**src/rtl/nubx_pkg.sv**
```systemverilog
`timescale 1ns / 1ps
// ----------------------------------------------------------------------------
// nubx_pkg: shared types and constants for the NMEA/UBX frame receiver
// Parser modes, event codes, framing bytes and the hex digit decoder.
// ----------------------------------------------------------------------------
package nubx_pkg;

  // Framing characters
  localparam logic [7:0] NMEA_START = 8'h24;  // '$'
  localparam logic [7:0] NMEA_STAR  = 8'h2A;  // '*'
  localparam logic [7:0] UBX_SYNC1  = 8'hB5;
  localparam logic [7:0] UBX_SYNC2  = 8'h62;
  localparam logic [7:0] CHAR_NINE  = 8'h39;  // '9'
  localparam logic [7:0] CHAR_UPPER_A = 8'h41;  // 'A'
  localparam logic [7:0] CHAR_ZERO  = 8'h30;  // '0'

  localparam logic [15:0] NMEA_COUNT_MAX = 16'hFFFF;

  // Parser modes
  typedef enum logic [2:0] {
    MODE_WAIT  = 3'd0,
    MODE_SYNC2 = 3'd1,
    MODE_NBODY = 3'd2,
    MODE_NHEX1 = 3'd3,
    MODE_NHEX2 = 3'd4,
    MODE_UHEAD = 3'd5,
    MODE_UBODY = 3'd6
  } mode_t;

  // Event codes
  typedef enum logic [2:0] {
    EV_NMEA_BYTE = 3'd0,
    EV_NMEA_GOOD = 3'd1,
    EV_NMEA_BAD  = 3'd2,
    EV_UBX_BYTE  = 3'd3,
    EV_UBX_GOOD  = 3'd4,
    EV_UBX_BAD   = 3'd5
  } event_t;

  // One result from the parser
  typedef struct packed {
    logic        valid;
    event_t      ev;
    logic [7:0]  data;
    logic [7:0]  ubx_class;
    logic [7:0]  msg_id;
    logic [15:0] length;
  } result_t;

  // Hex digit decode with 32-bit wrap and no validity test
  function automatic logic [31:0] nibble_of(input logic [7:0] d);
    logic [31:0] dw;
    dw = {24'd0, d};
    if (d > CHAR_NINE) begin
      return dw - {24'd0, CHAR_UPPER_A} + 32'd10;
    end
    return dw - {24'd0, CHAR_ZERO};
  endfunction

endpackage

```
**src/rtl/nubx_parser.sv**
```systemverilog
`timescale 1ns / 1ps
// ----------------------------------------------------------------------------
// nubx_parser: byte-wise framing state machine
// Holds the frame state, updates it on each accepted byte and presents the
// result that the byte causes, combinationally, for the output register.
// ----------------------------------------------------------------------------
module nubx_parser (
  input  logic              clk,
  input  logic              rst,
  input  logic              accept,
  input  logic [7:0]        rx_byte,
  output nubx_pkg::result_t res
);

  nubx_pkg::mode_t mode, mode_next;
  logic [7:0]  nmea_xor, nmea_xor_next;
  logic [7:0]  first_hex_digit, first_hex_digit_next;
  logic [15:0] nmea_count, nmea_count_next;
  logic [7:0]  sum_a, sum_a_next;
  logic [7:0]  sum_b, sum_b_next;
  logic [16:0] ubx_count, ubx_count_next;
  logic [15:0] payload_length, payload_length_next;
  logic [7:0]  class_byte, class_byte_next;
  logic [7:0]  id_byte, id_byte_next;
  logic [7:0]  got_sum_a, got_sum_a_next;

  logic [7:0]  fl_a, fl_b;
  logic [16:0] pos;
  logic [31:0] hex_val;

  // Fletcher step, payload position and received checksum value
  assign fl_a    = sum_a + rx_byte;
  assign fl_b    = sum_b + fl_a;
  assign pos     = ubx_count - 17'd4;
  assign hex_val = (nubx_pkg::nibble_of(first_hex_digit) << 4)
                 | nubx_pkg::nibble_of(rx_byte);

  // State register
  always_ff @(posedge clk) begin
    if (rst) begin
      mode            <= nubx_pkg::MODE_WAIT;
      nmea_xor        <= '0;
      first_hex_digit <= '0;
      nmea_count      <= '0;
      sum_a           <= '0;
      sum_b           <= '0;
      ubx_count       <= '0;
      payload_length  <= '0;
      class_byte      <= '0;
      id_byte         <= '0;
      got_sum_a       <= '0;
    end else if (accept) begin
      mode            <= mode_next;
      nmea_xor        <= nmea_xor_next;
      first_hex_digit <= first_hex_digit_next;
      nmea_count      <= nmea_count_next;
      sum_a           <= sum_a_next;
      sum_b           <= sum_b_next;
      ubx_count       <= ubx_count_next;
      payload_length  <= payload_length_next;
      class_byte      <= class_byte_next;
      id_byte         <= id_byte_next;
      got_sum_a       <= got_sum_a_next;
    end
  end

  // Next state and result
  always_comb begin
    mode_next            = mode;
    nmea_xor_next        = nmea_xor;
    first_hex_digit_next = first_hex_digit;
    nmea_count_next      = nmea_count;
    sum_a_next           = sum_a;
    sum_b_next           = sum_b;
    ubx_count_next       = ubx_count;
    payload_length_next  = payload_length;
    class_byte_next      = class_byte;
    id_byte_next         = id_byte;
    got_sum_a_next       = got_sum_a;
    res                  = '0;

    unique case (mode)
      nubx_pkg::MODE_WAIT: begin
        if (rx_byte == nubx_pkg::NMEA_START) begin
          nmea_xor_next   = '0;
          nmea_count_next = '0;
          mode_next       = nubx_pkg::MODE_NBODY;
        end else if (rx_byte == nubx_pkg::UBX_SYNC1) begin
          mode_next = nubx_pkg::MODE_SYNC2;
        end
      end

      nubx_pkg::MODE_SYNC2: begin
        if (rx_byte == nubx_pkg::UBX_SYNC2) begin
          sum_a_next          = '0;
          sum_b_next          = '0;
          ubx_count_next      = '0;
          payload_length_next = '0;
          class_byte_next     = '0;
          id_byte_next        = '0;
          got_sum_a_next      = '0;
          mode_next           = nubx_pkg::MODE_UHEAD;
        end else begin
          mode_next = nubx_pkg::MODE_WAIT;
        end
      end

      // NMEA body: emit and fold into the XOR sum until '*'
      nubx_pkg::MODE_NBODY: begin
        if (rx_byte == nubx_pkg::NMEA_STAR) begin
          mode_next = nubx_pkg::MODE_NHEX1;
        end else begin
          nmea_xor_next = nmea_xor ^ rx_byte;
          if (nmea_count != nubx_pkg::NMEA_COUNT_MAX) begin
            nmea_count_next = nmea_count + 16'd1;
          end
          res.valid  = 1'b1;
          res.ev     = nubx_pkg::EV_NMEA_BYTE;
          res.data   = rx_byte;
          res.length = nmea_count_next;
        end
      end

      nubx_pkg::MODE_NHEX1: begin
        first_hex_digit_next = rx_byte;
        mode_next            = nubx_pkg::MODE_NHEX2;
      end

      nubx_pkg::MODE_NHEX2: begin
        mode_next  = nubx_pkg::MODE_WAIT;
        res.valid  = 1'b1;
        res.ev     = (hex_val == {24'd0, nmea_xor}) ? nubx_pkg::EV_NMEA_GOOD
                                                    : nubx_pkg::EV_NMEA_BAD;
        res.length = nmea_count;
      end

      // UBX header: class, id, length low, length high
      nubx_pkg::MODE_UHEAD: begin
        sum_a_next = fl_a;
        sum_b_next = fl_b;
        unique case (ubx_count)
          17'd0: class_byte_next = rx_byte;
          17'd1: id_byte_next = rx_byte;
          17'd2: payload_length_next = {8'd0, rx_byte};
          default: begin
            payload_length_next = {rx_byte, payload_length[7:0]};
            mode_next           = nubx_pkg::MODE_UBODY;
          end
        endcase
        ubx_count_next = ubx_count + 17'd1;
      end

      // UBX payload, then CK_A and CK_B
      nubx_pkg::MODE_UBODY: begin
        ubx_count_next = ubx_count + 17'd1;
        res.ubx_class  = class_byte;
        res.msg_id     = id_byte;
        res.length     = payload_length;
        if (pos < {1'b0, payload_length}) begin
          sum_a_next = fl_a;
          sum_b_next = fl_b;
          res.valid  = 1'b1;
          res.ev     = nubx_pkg::EV_UBX_BYTE;
          res.data   = rx_byte;
        end else if (pos == {1'b0, payload_length}) begin
          got_sum_a_next = rx_byte;
        end else begin
          mode_next = nubx_pkg::MODE_WAIT;
          res.valid = 1'b1;
          res.ev    = (got_sum_a == sum_a && rx_byte == sum_b) ? nubx_pkg::EV_UBX_GOOD
                                                               : nubx_pkg::EV_UBX_BAD;
        end
      end

      default: begin
        mode_next = nubx_pkg::MODE_WAIT;
      end
    endcase
  end

endmodule

```
**src/rtl/nmea_ubx_frame_receiver.sv**
```systemverilog
`timescale 1ns / 1ps
// ----------------------------------------------------------------------------
// nmea_ubx_frame_receiver: NMEA sentence and UBX frame splitter
// A result appears in the cycle after the byte that causes it is accepted.
// Throughput: one byte per cycle while the full output register is not stalled.
// A new byte is taken while the output register drains in the same cycle.
// Reset (synchronous, active high): parser waits for a start byte, all
// sums and counters cleared, output register empty.
// ----------------------------------------------------------------------------
module nmea_ubx_frame_receiver (
  input  logic        clk,
  input  logic        rst,
  input  logic        in_valid,
  output logic        in_stall,
  input  logic [7:0]  rx_byte,
  output logic        out_valid,
  input  logic        out_stall,
  output logic [2:0]  event_res,
  output logic [7:0]  data_byte,
  output logic [7:0]  ubx_class,
  output logic [7:0]  msg_id,
  output logic [15:0] frame_length
);

  nubx_pkg::result_t res;
  logic              in_acc;

  // Take a request when the output register is free or draining
  assign in_stall = out_valid && out_stall;
  assign in_acc   = in_valid && !in_stall;

  nubx_parser u_parser (
    .clk     (clk),
    .rst     (rst),
    .accept  (in_acc),
    .rx_byte (rx_byte),
    .res     (res)
  );

  // Output register: control
  always_ff @(posedge clk) begin
    if (rst) begin
      out_valid <= 1'b0;
    end else if (in_acc) begin
      out_valid <= res.valid;
    end else if (!out_stall) begin
      out_valid <= 1'b0;
    end
  end

  // Output register: payload
  always_ff @(posedge clk) begin
    if (in_acc && res.valid) begin
      event_res    <= res.ev;
      data_byte    <= res.data;
      ubx_class    <= res.ubx_class;
      msg_id       <= res.msg_id;
      frame_length <= res.length;
    end
  end

  // Checks
  a_stall_only_when_full: assert property (@(posedge clk) disable iff (rst)
    in_stall |-> out_valid)
    else $error("input stalled with empty output register");

  a_event_range: assert property (@(posedge clk) disable iff (rst)
    out_valid |-> (event_res <= 3'(nubx_pkg::EV_UBX_BAD)))
    else $error("event code out of range");

  a_nmea_no_header: assert property (@(posedge clk) disable iff (rst)
    (out_valid && (event_res == 3'(nubx_pkg::EV_NMEA_BYTE)
                || event_res == 3'(nubx_pkg::EV_NMEA_GOOD)
                || event_res == 3'(nubx_pkg::EV_NMEA_BAD)))
    |-> (ubx_class == 8'd0 && msg_id == 8'd0))
    else $error("NMEA result carries UBX header fields");

  a_end_no_data: assert property (@(posedge clk) disable iff (rst)
    (out_valid && (event_res == 3'(nubx_pkg::EV_NMEA_GOOD)
                || event_res == 3'(nubx_pkg::EV_NMEA_BAD)
                || event_res == 3'(nubx_pkg::EV_UBX_GOOD)
                || event_res == 3'(nubx_pkg::EV_UBX_BAD)))
    |-> (data_byte == 8'd0))
    else $error("frame end result carries a data byte");

endmodule
```
**config.mk**
```make
export PLATFORM = sky130hd
export DESIGN_NAME = nmea_ubx_frame_receiver
export DESIGN_NICKNAME = d
export VERILOG_FILES = /design/src/rtl/nubx_pkg.sv /design/src/rtl/nubx_parser.sv /design/src/rtl/nmea_ubx_frame_receiver.sv
export SDC_FILE = /design/constraint.sdc
export NUM_CORES = 1
export LEC_CHECK = 0
export ABC_CLOCK_PERIOD_IN_PS = 16500
export BUFFER_PORTS_ARGS = -buffer_cell sky130_fd_sc_hd__buf_4
export CAP_MARGIN = 10
export CORE_MARGIN = 5
export CORE_UTILIZATION = 64
export DETAILED_ROUTE_END_ITERATION = 10
export PLACE_DENSITY_LB_ADDON = 0.05
export SLEW_MARGIN = 25
export SYNTH_ARGS = -nofsm -noshare
export SYNTH_HDL_FRONTEND = slang
export SYNTH_SLANG_ARGS = --single-unit
```
**constraint.sdc**
```tcl
create_clock -name clk -period 16.5 [get_ports clk]
set_input_delay 2.475 -clock clk [delete_from_list [all_inputs] [get_ports clk]]
set_output_delay 2.475 -clock clk [all_outputs]
set_load 0.005 [all_outputs]
```
-- Word-level counts from Yosys, hierarchy flattened
Cells that the tools add are included.
- flip-flop bits (word level): 152
- input bits: 12
- output and inout bits: 45
- logic and storage cells: 141
- add/subtract/negate cells: 11
- order comparisons: 3
- equality and inequality tests: 32
- muxes and demuxes: 50
- bitwise operators: 2
- reductions and logical operators: 25
- operators by type and width (kind ; count):
    16-bit one-hot mux with 2 select lines ; 3
    16-bit 2-to-1 mux ; 5
    8-bit 2-to-1 mux ; 10
    8-bit one-hot mux with 2 select lines ; 5
    32-bit 2-to-1 mux ; 2
    28-bit 2-to-1 mux ; 2
    16-bit one-hot mux with 3 select lines ; 1
    8-bit one-hot mux with 3 select lines ; 2
    17-bit one-hot mux with 2 select lines ; 1
    32-bit by 4-bit adder with 32-bit output, second input constant ; 1
    32-bit by 8-bit == test with 1-bit output ; 1
    32-bit OR ; 1
    28-bit by 4-bit adder with 28-bit output, second input constant ; 1
    3-bit 2-to-1 mux ; 7
    4-bit AND reduction ; 5
    3-bit one-hot mux with 6 select lines ; 1
    8-bit by 6-bit subtractor with 9-bit output, second input constant ; 2
    8-bit by 7-bit subtractor with 9-bit output, second input constant ; 2
    17-bit by 1-bit adder with 17-bit output, second input constant ; 1
    17-bit by 1-bit == test with 1-bit output, second input constant ; 1
    17-bit by 16-bit == test with 1-bit output ; 1
    17-bit by 2-bit == test with 1-bit output, second input constant ; 1
    17-bit zero test ; 1
    17-bit by 16-bit less-than comparator with 1-bit output ; 1
    33 further kinds ; 65

-- Logic depth before layout (Yosys ltp)
Gate-level depths: netlist of the first run.
- word-level depth: 9
- mapped depth: 20
- mapped depth without buffers: 18

-- By module
A second synthesis of the first run with hierarchy kept.
- cells, all modules: 1090
- area total of the unflattened synthesis: 9312.7 um^2
- modules (own cells, without submodules) (module ; times used ; cells an instance ; area each (um^2) ; sequential area each (um^2)):
    nubx_parser ; 1 ; 1040 ; 7972.6 ; 2162.1
    nmea_ubx_frame_receiver ; 1 ; 50 ; 1340.0 ; 1311.3

-- Worst setup path before layout of the first run
OpenSTA, ideal clock, no wires.
- path kind: input-to-reg
- start: input port rx_byte[0]
- end: register data_byte[0] (enable)
- arrival: 6.318 ns
- required time: 16.003 ns
- path slack: 9.685 ns
- stages: 8
- buffers on the path: 1
- cell sequence: buf_2 > inv_1 > ha_1 > nand2_1 > o41ai_2 > o31ai_1 > a21oi_1 > nor3_1
- longest elaborated chain between the ends: 4
- ends and longest elaborated chain (item ; RTL line ; RTL):
    from (decl) ; nmea_ubx_frame_receiver.sv:15 ; input logic [7:0] rx_byte,
    8-bit by 6-bit == test with 1-bit output ; nubx_parser.sv:110 ; if (rx_byte == nubx_pkg::NMEA_STAR) begin
    12-bit 2-to-1 mux ; nubx_parser.sv:110 ;
    4-bit one-hot mux with 3 select lines ; nubx_parser.sv:82 ; unique case (mode)
    1-bit logical AND ; nmea_ubx_frame_receiver.sv:53 ; if (in_acc && res.valid) begin
    to (signal assigned) ; nmea_ubx_frame_receiver.sv:55 ; data_byte <= res.data;
    to (decl) ; nmea_ubx_frame_receiver.sv:19 ; output logic [7:0] data_byte,
No other way between the ends.
A chain may end at the register's enable or synchronous reset.

==> results of run 1 <==
-- cell type report --
type / count / area [um2]
fill: 1225 / 4277
tap: 188 / 235.2
sequential: 152 / 3473
clock inverter: 11 / 113.9
clock buffer: 21 / 471.7
inverter: 53 / 198.9
multi-input combinational: 887 / 5896
timing repair buffer: 64 / 480.5
-- worst max-delay path, cell delays in order --
cell	delay [ps]
buf_4	180
inv_1	170
ha_1	420
xor2_1	180
ha_1	220
nor2_1	70
or3_1	310
a221o_1	410
nor3_2	410
nand3_1	140
ha_1	200
nor4_1	300
nand3_1	120
a2111oi_0	370
a21oi_1	120
a2111oi_0	440
o2111ai_1	220
a2111oi_2	360
o21ai_0	130
-- per-stage QoR --
| stage | setup WS [ps] | std cells |
|---|---|---|
| final | 9420 | 1376 |
| after global routing | 9058 | 1376 |
| after CTS | 9564 | 1376 |
| after detailed placement | 9154 | 1344 |
| after global placement | 9292 | 1344 |
| after floorplan | 9685 | 1162 |
-- cell usage in the layout, fill, tap and decap left out, drive strengths merged, types with 5 or more instances in the layout --
master	n
nor2	131
dfxtp	109
a21oi	82
nand2	76
ha	65
buf	64
o21ai	63
inv	55
xnor2	48
edfxtp	43
nand3	39
nor3	37
and3	32
mux2i	30
a22oi	28
or3	22
clkbuf	21
nand4	18
xor2	16
a21o	13
nor2b	11
nand3b	11
and2	11
o21a	10
nor4	10
or2	10
nand2b	9
a211oi	8
a2111oi	7
clkinv	7
nor3b	6
o21bai	5
o211ai	5
nand4b	5
or4	5
o31ai	5
-- logic make-up (layout without fill, tap and decap cells) --
kind of cell / Yosys count / count (layout) / share of synthesized area (%)
simple gates: 442 / 442 / 23.02
fa+ha+maj: 67 / 67 / 8.668
mux: 34 / 34 / 3.508
xor+xnor: 64 / 64 / 5.694
flops: 152 / 152 / 35.28
buf+inv: 123 / 149 / 4.995
compound gates: 280 / 280 / 18.84
-- where the power goes --
part | switching (mW) | internal [mW] | total (mW)
clock network | 0.163 | 0.223 | 0.386
logic | 0.0304 | 0.0162 | 0.0466
registers | 0.0000873 | 0.381 | 0.381
total | 0.193 | 0.620 | 0.814
-- per-layer routing --
layer  up-vias  part of all wire (%)  GRT usage (%)
met2       301                    44          42.39
met1      4100                    47          40.70
li1       4242                     -              -
met3        37                   7.2          6.264
met4         0                   1.5          8.314
met5         -                     0              0
-- flip-flops by register name, indices dropped and copies added, names as in the netlist, 16 cells and up --
| register | flops |
|---|---|
| frame_length | 16 |
| u_parser.nmea_count | 16 |
| u_parser.ubx_count | 17 |
| u_parser.payload_length | 16 |
-- worst max-delay path by stage --
stage                    start           end
global placement    rx_byte[1]  event_res[1]
floorplan           rx_byte[0]  data_byte[0]
global route        rx_byte[0]  event_res[1]
CTS                 rx_byte[1]  event_res[1]
detailed placement  rx_byte[1]  event_res[1]
finish              rx_byte[1]  event_res[1]
==> summary.txt, run 1 <==
Worst setup path
  • R2R setup slack: 11,700 ps
  • R2r worst-path depth: 17
  • CP max FO: 17
  • Worst setup EP type: register
  • CP required: 16,660 ps
  • Arrival @ worst endpoint: 7240 ps
  • Crit start category: input pin
  • R2R Path End: event_res[1]
  • Worst R2R Start: u_parser.first_hex_digit[0]
  • Critical setup path kind: in -> reg

Floorplanning
  • Std-Cell Rows: 45
  • Die ar.: 0.01796 mm2
  • Die Y: 134.0 um
  • Starting Density: 65.00%
  • I/O pin total: 57
  • Total core area: 0.01515 mm2
  • Die X-Extent: 134.0 um

Hold path
  • Hold depth: 2
  • Hold Startpoint: u_parser.payload_length[8]
  • Worst min path class: reg -> reg
  • Hold-critical path endpoint: u_parser.payload_length[8]

Placement
  • GPL Wtd Cong: 0.9542
  • Placed cell areas: 0.01028 mm2
  • Port Buffer Count: 56
  • Post-DP HPWL: 18.15 mm

GRT
  • First-pass GRT wire length: 40.70 mm
  • Number of global-route vias before repair: 7,867
  • Initial antenna violation count: 0
  • GRT Total Usage: 28.13%
  • Largest net degree at the start of global routing: 78
  • Global route overflow: 0

CTS
  • Maximum buffer depth of the clock tree: 2
  • Setup Buffers After CTS: 0
  • Htree depth: 4
  • Reg clk slew, reported paths: 60 ps
  • Number of hold buffers added after CTS: 0
  • CTS tree: done
  • Post-CTS Resized: 0
  • TritonCTS Sinks: 152
  • Cts bufs inserted: 17
  • Clk Latency, worst-skew pair: 440 ps
  • Root buf cell: clkbuf_16

Finish
  • Antenna diode count: 0
  • Final nets: 1,254
  • Share of post-route cells with drive strength above 1: 10.52%
  • Layout area overhead: 10.41%
  • Final Util: 71.76%
  • Final Cell Area: 0.01087 mm2

Yosys
  • Synth Instances: 1,162
  • Post-synth top cells: nor2_1 (130), dfxtp_1 (109), a21oi_1 (80)
  • Syn_area_per_cell: 8.472 um2
  • Number of synthesized flops with an enable pin: 43
  • Synth top area share: 22.17%
  • Synth Register Bits: 152
  • Most frequent cell after synthesis: nor2_1
  • Post-synthesis async set-or-reset flop share: 0%
  • Post-Syn Area: 0.009844 mm2
  • Syn nets: 1,241
  • Post-synth top area cell: dfxtp_1
  • Sequential area share after synthesis: 35.28%
  • Ys Warns: 0
  • Area contributors post-synth: dfxtp_1 (22%), edfxtp_1 (13%), ha_1 (8.3%)
  • Netlist cell types: 86
  • Synth Flop Type: dfxtp_1

Routing
  • Via density: 6.308
  • Initial drt markers: 704
  • Total Routed Length: 25.37 mm
  • Drt drc: 0
  • Antenna viol nets, final: 0
  • WL per Instance: 18.44 um
  • Vias: 8,680
  • Router iterations before antenna repair: 5

Timing
  • Skew final: 18.06 ps
  • Fin. Hold Viols: 0
  • WHS: 451.1 ps
  • Measured slew at the worst slew-check pin: 938.5 ps
  • Final TNS setup: 0 ps
  • Relative slew slack: 37.43%
  • Min cycle time layout: 7080 ps
  • # setup viols final: 0
  • Tcrit/Tclk final: 42.91%
  • Final slew viol count: 0
  • RSZ-0062 raised after global routing: false
  • FMAX: 141.2 MHz

Power and ir drop
  • Power Dens Cells: 74.87 mW/mm2
  • Leak: 3.939 nW
  • Max VDD drop: 0.07474 mV
  • Design Power: 813.8 uW

Run status
  • Status: finished, final reports clean

Run
  • Max Cap Viol: 0
Power figures use the tool's default switching activity.
==> run 2: changes to the inputs <==
- ABC_CLOCK_PERIOD_IN_PS: 16500 -> 7100
- CORE_UTILIZATION: 64 -> 62
- clock period: 16.5 -> 7.1 ns (I/O delays scaled with it)
==> run 2 against run 1 <==
  * Utilization down 2.2 points
  * Global-route usage barely moved
  * Via count increased by 1.2%
  * Setup slack got worse by 7900 ps
==> summary.txt, run 2 (synthesized netlist as in run 1, its figures left out) <==
Power and ir drop
  • Power Dens Cells: 176.7 mW/mm2 (+140%)
  • Leak: 3.950 nW (+0.28%)
  • Design Power: 1.930 mW (+140%)
  • Max VDD drop: 0.1587 mV (+110%)

Timing
  • Relative slew slack: 34.95% (-2.5 points)
  • # setup viols final: 0 (unchanged)
  • Final TNS setup: 0 ps (unchanged)
  • RSZ-0062 raised after global routing: false
  • Measured slew at the worst slew-check pin: 975.8 ps (+37.31 ps)
  • Skew final: 11.52 ps (-6.535 ps)
  • Final slew viol count: 0 (unchanged)
  • Tcrit/Tclk final: 78.59%
  • Final WS setup: 1520 ps (-7900 ps)
  • Min cycle time layout: 5580 ps
  • FMAX: 179.2 MHz
  • Fin. Hold Viols: 0 (unchanged)

Finish
  • Biggest register: u_parser.ubx_count
  • Final Util: 69.52% (-2.2 points)
  • Flip-flop count of the largest register after layout: 17 (unchanged)
  • Share of post-route cells with drive strength above 1: 10.77% (+0.25 points)
  • Commonest non-fill, non-tap cell in the layout: nor2_1
  • Final nets: 1,254 (unchanged)
  • Layout area overhead: 10.96%
  • Antenna diode count: 0 (unchanged)
  • Most frequent cells in the layout: nor2_1 (130), dfxtp_1 (109), a21oi_1 (80)

Hold path
  • Hold-critical path endpoint: u_parser.payload_length[11]
  • Worst min path class: reg -> reg
  • Hold depth: 2 (unchanged)
  • Hold Startpoint: u_parser.payload_length[11]

Placement
  • Port Buffer Count: 56 (unchanged)
  • Post-DP HPWL: 17.96 mm (-1.0%)
  • GPL Wtd Cong: 0.9711 (+1.8%)
  • Pre-CTS setup slack: 1151 ps (-8004 ps)

GRT
  • Grt met1 use: 41.71% (+1.0 points)
  • GRT met2 Usage: 41.83% (-0.56 points)
  • Number of global-route vias before repair: 7,764 (-1.3%)
  • Met3 Usage GRT: 5.033% (-1.2 points)
  • GRT Total Usage: 28.14% (about the same)
  • Global route overflow: 0 (unchanged)
  • First-pass GRT wire length: 41.28 mm (+1.4%)
  • Largest net degree at the start of global routing: 62 (-21%)
  • Initial antenna violation count: 0 (unchanged)
  • Gr busiest metal: met2

CTS
  • Setup Buffers After CTS: 0 (unchanged)
  • Clk Latency, worst-skew pair: 440 ps (about the same)
  • Reg clk slew, reported paths: 70 ps (about the same)
  • Cts bufs inserted: 17 (unchanged)
  • CTS tree: done
  • Post-CTS Resized: 0 (unchanged)
  • Number of hold buffers added after CTS: 0 (unchanged)
  • Maximum buffer depth of the clock tree: 2 (unchanged)
  • Htree depth: 4 (unchanged)
  • Root buf cell: clkbuf_16
  • TritonCTS Sinks: 152 (unchanged)

Worst setup path
  • R2R setup slack: 2420 ps (-9280 ps)
  • Worst setup EP type: register
  • CP required: 7260 ps (-9400 ps)
  • Arrival @ worst endpoint: 5740 ps (-1500 ps)
  • R2R Path End: event_res[1]
  • Worst R2R Start: u_parser.first_hex_digit[0]
  • Crit start category: input pin
  • R2r worst-path depth: 17 (unchanged)
  • Critical setup path kind: in -> reg
  • CP max FO: 17 (unchanged)

Routing
  • Vias: 8,786 (+1.2%)
  • Via density: 6.258 (-0.80%)
  • Initial drt markers: 903 (+28%)
  • Drt drc: 0 (unchanged)
  • Total Routed Length: 25.96 mm (+2.3%)
  • WL per Instance: 18.49 um (+0.25%)
  • Antenna viol nets, final: 0 (unchanged)
  • Router iterations before antenna repair: 5 (unchanged)

Floorplanning
  • Die ar.: 0.01850 mm2 (+3.0%)
  • Std-Cell Rows: 46 (+2.2%)
  • Starting Density: 62.65% (-2.3 points)
  • I/O pin total: 57 (unchanged)
  • Die Y: 136.0 um (+1.5%)
  • Die X-Extent: 136.0 um (+1.5%)
  • Total core area: 0.01571 mm2 (+3.7%)

Run status
  • Status: finished, final reports clean

Run
  • Max Cap Viol: 0 (unchanged)
==> run 2: changes by cell type in the layout (fill, tap and decap cells not counted) <==
cell	delta
clkinv_4	-4
clkinvlp_4	+3
inv_6	+3
clkbuf_1	-2
clkbuf_16	+1
clkbuf_8	-1
clkinv_1	-1
clkinv_2	+1
==> run 2: per-layer routing <==
| layer | share of wire (%) | vias up |
|---|---|---|
| met5 | 0 | - |
| li1 | - | 4231 |
| met1 | 47 | 4128 |
| met4 | 1.8 | 0 |
| met3 | 7.6 | 44 |
| met2 | 44 | 383 |
==> run 2: through the flow <==
stage / hold slack (ps) / area [um2] / cells
3_5_place_dp: 445.1 / 10320 / 1372
2_1_floorplan: 431.9 / 9844 / 1162
3_3_place_gp: 440.0 / 10320 / 1372
6_report: 450.9 / 10920 / 1404
5_1_grt: 480.4 / 10920 / 1404
4_1_cts: 452.7 / 10920 / 1404
==> run 2: final cells by class <==
cell class,count,area [um2]
fillers,1272,4790
multi-input cells,887,5896
well taps,216,270.3
clock inverters,13,128.9
clock buffers,19,475.5
inverters,53,198.9
flip-flops and latches,152,3473
repair buffers,64,480.5
==> run 2: worst max path at each step <==
stage                          startpoint           end  slack (ps)
floorplan           u_parser.ubx_count[4]  data_byte[0]        1090
finish                         rx_byte[1]  event_res[1]        1520
global placement               rx_byte[0]  event_res[1]        1340
CTS                            rx_byte[1]  event_res[1]        1600
detailed placement             rx_byte[1]  event_res[1]        1150
global route                   rx_byte[0]  event_res[1]         970
==> run 2: critical path, stage by stage <==
cell and delay [ps]:
buf_4 180, inv_1 170, ha_1 410, xor2_1 190
ha_1 210, nor2_1 60, or3_1 310, a221o_1 410
nor3_2 420, nand3_1 130, ha_1 200, nor4b_1 320
nand3_1 120, a2111oi_0 340, a21oi_1 130, a2111oi_0 410
o2111ai_1 190, a2111oi_2 340, o21ai_0 140
==> run 2: power breakdown <==
part,switching (mW),internal [mW]
Sequential,0.000212,0.886
Clock,0.404,0.532
Combinational,0.0700,0.0377
Total,0.474,1.46
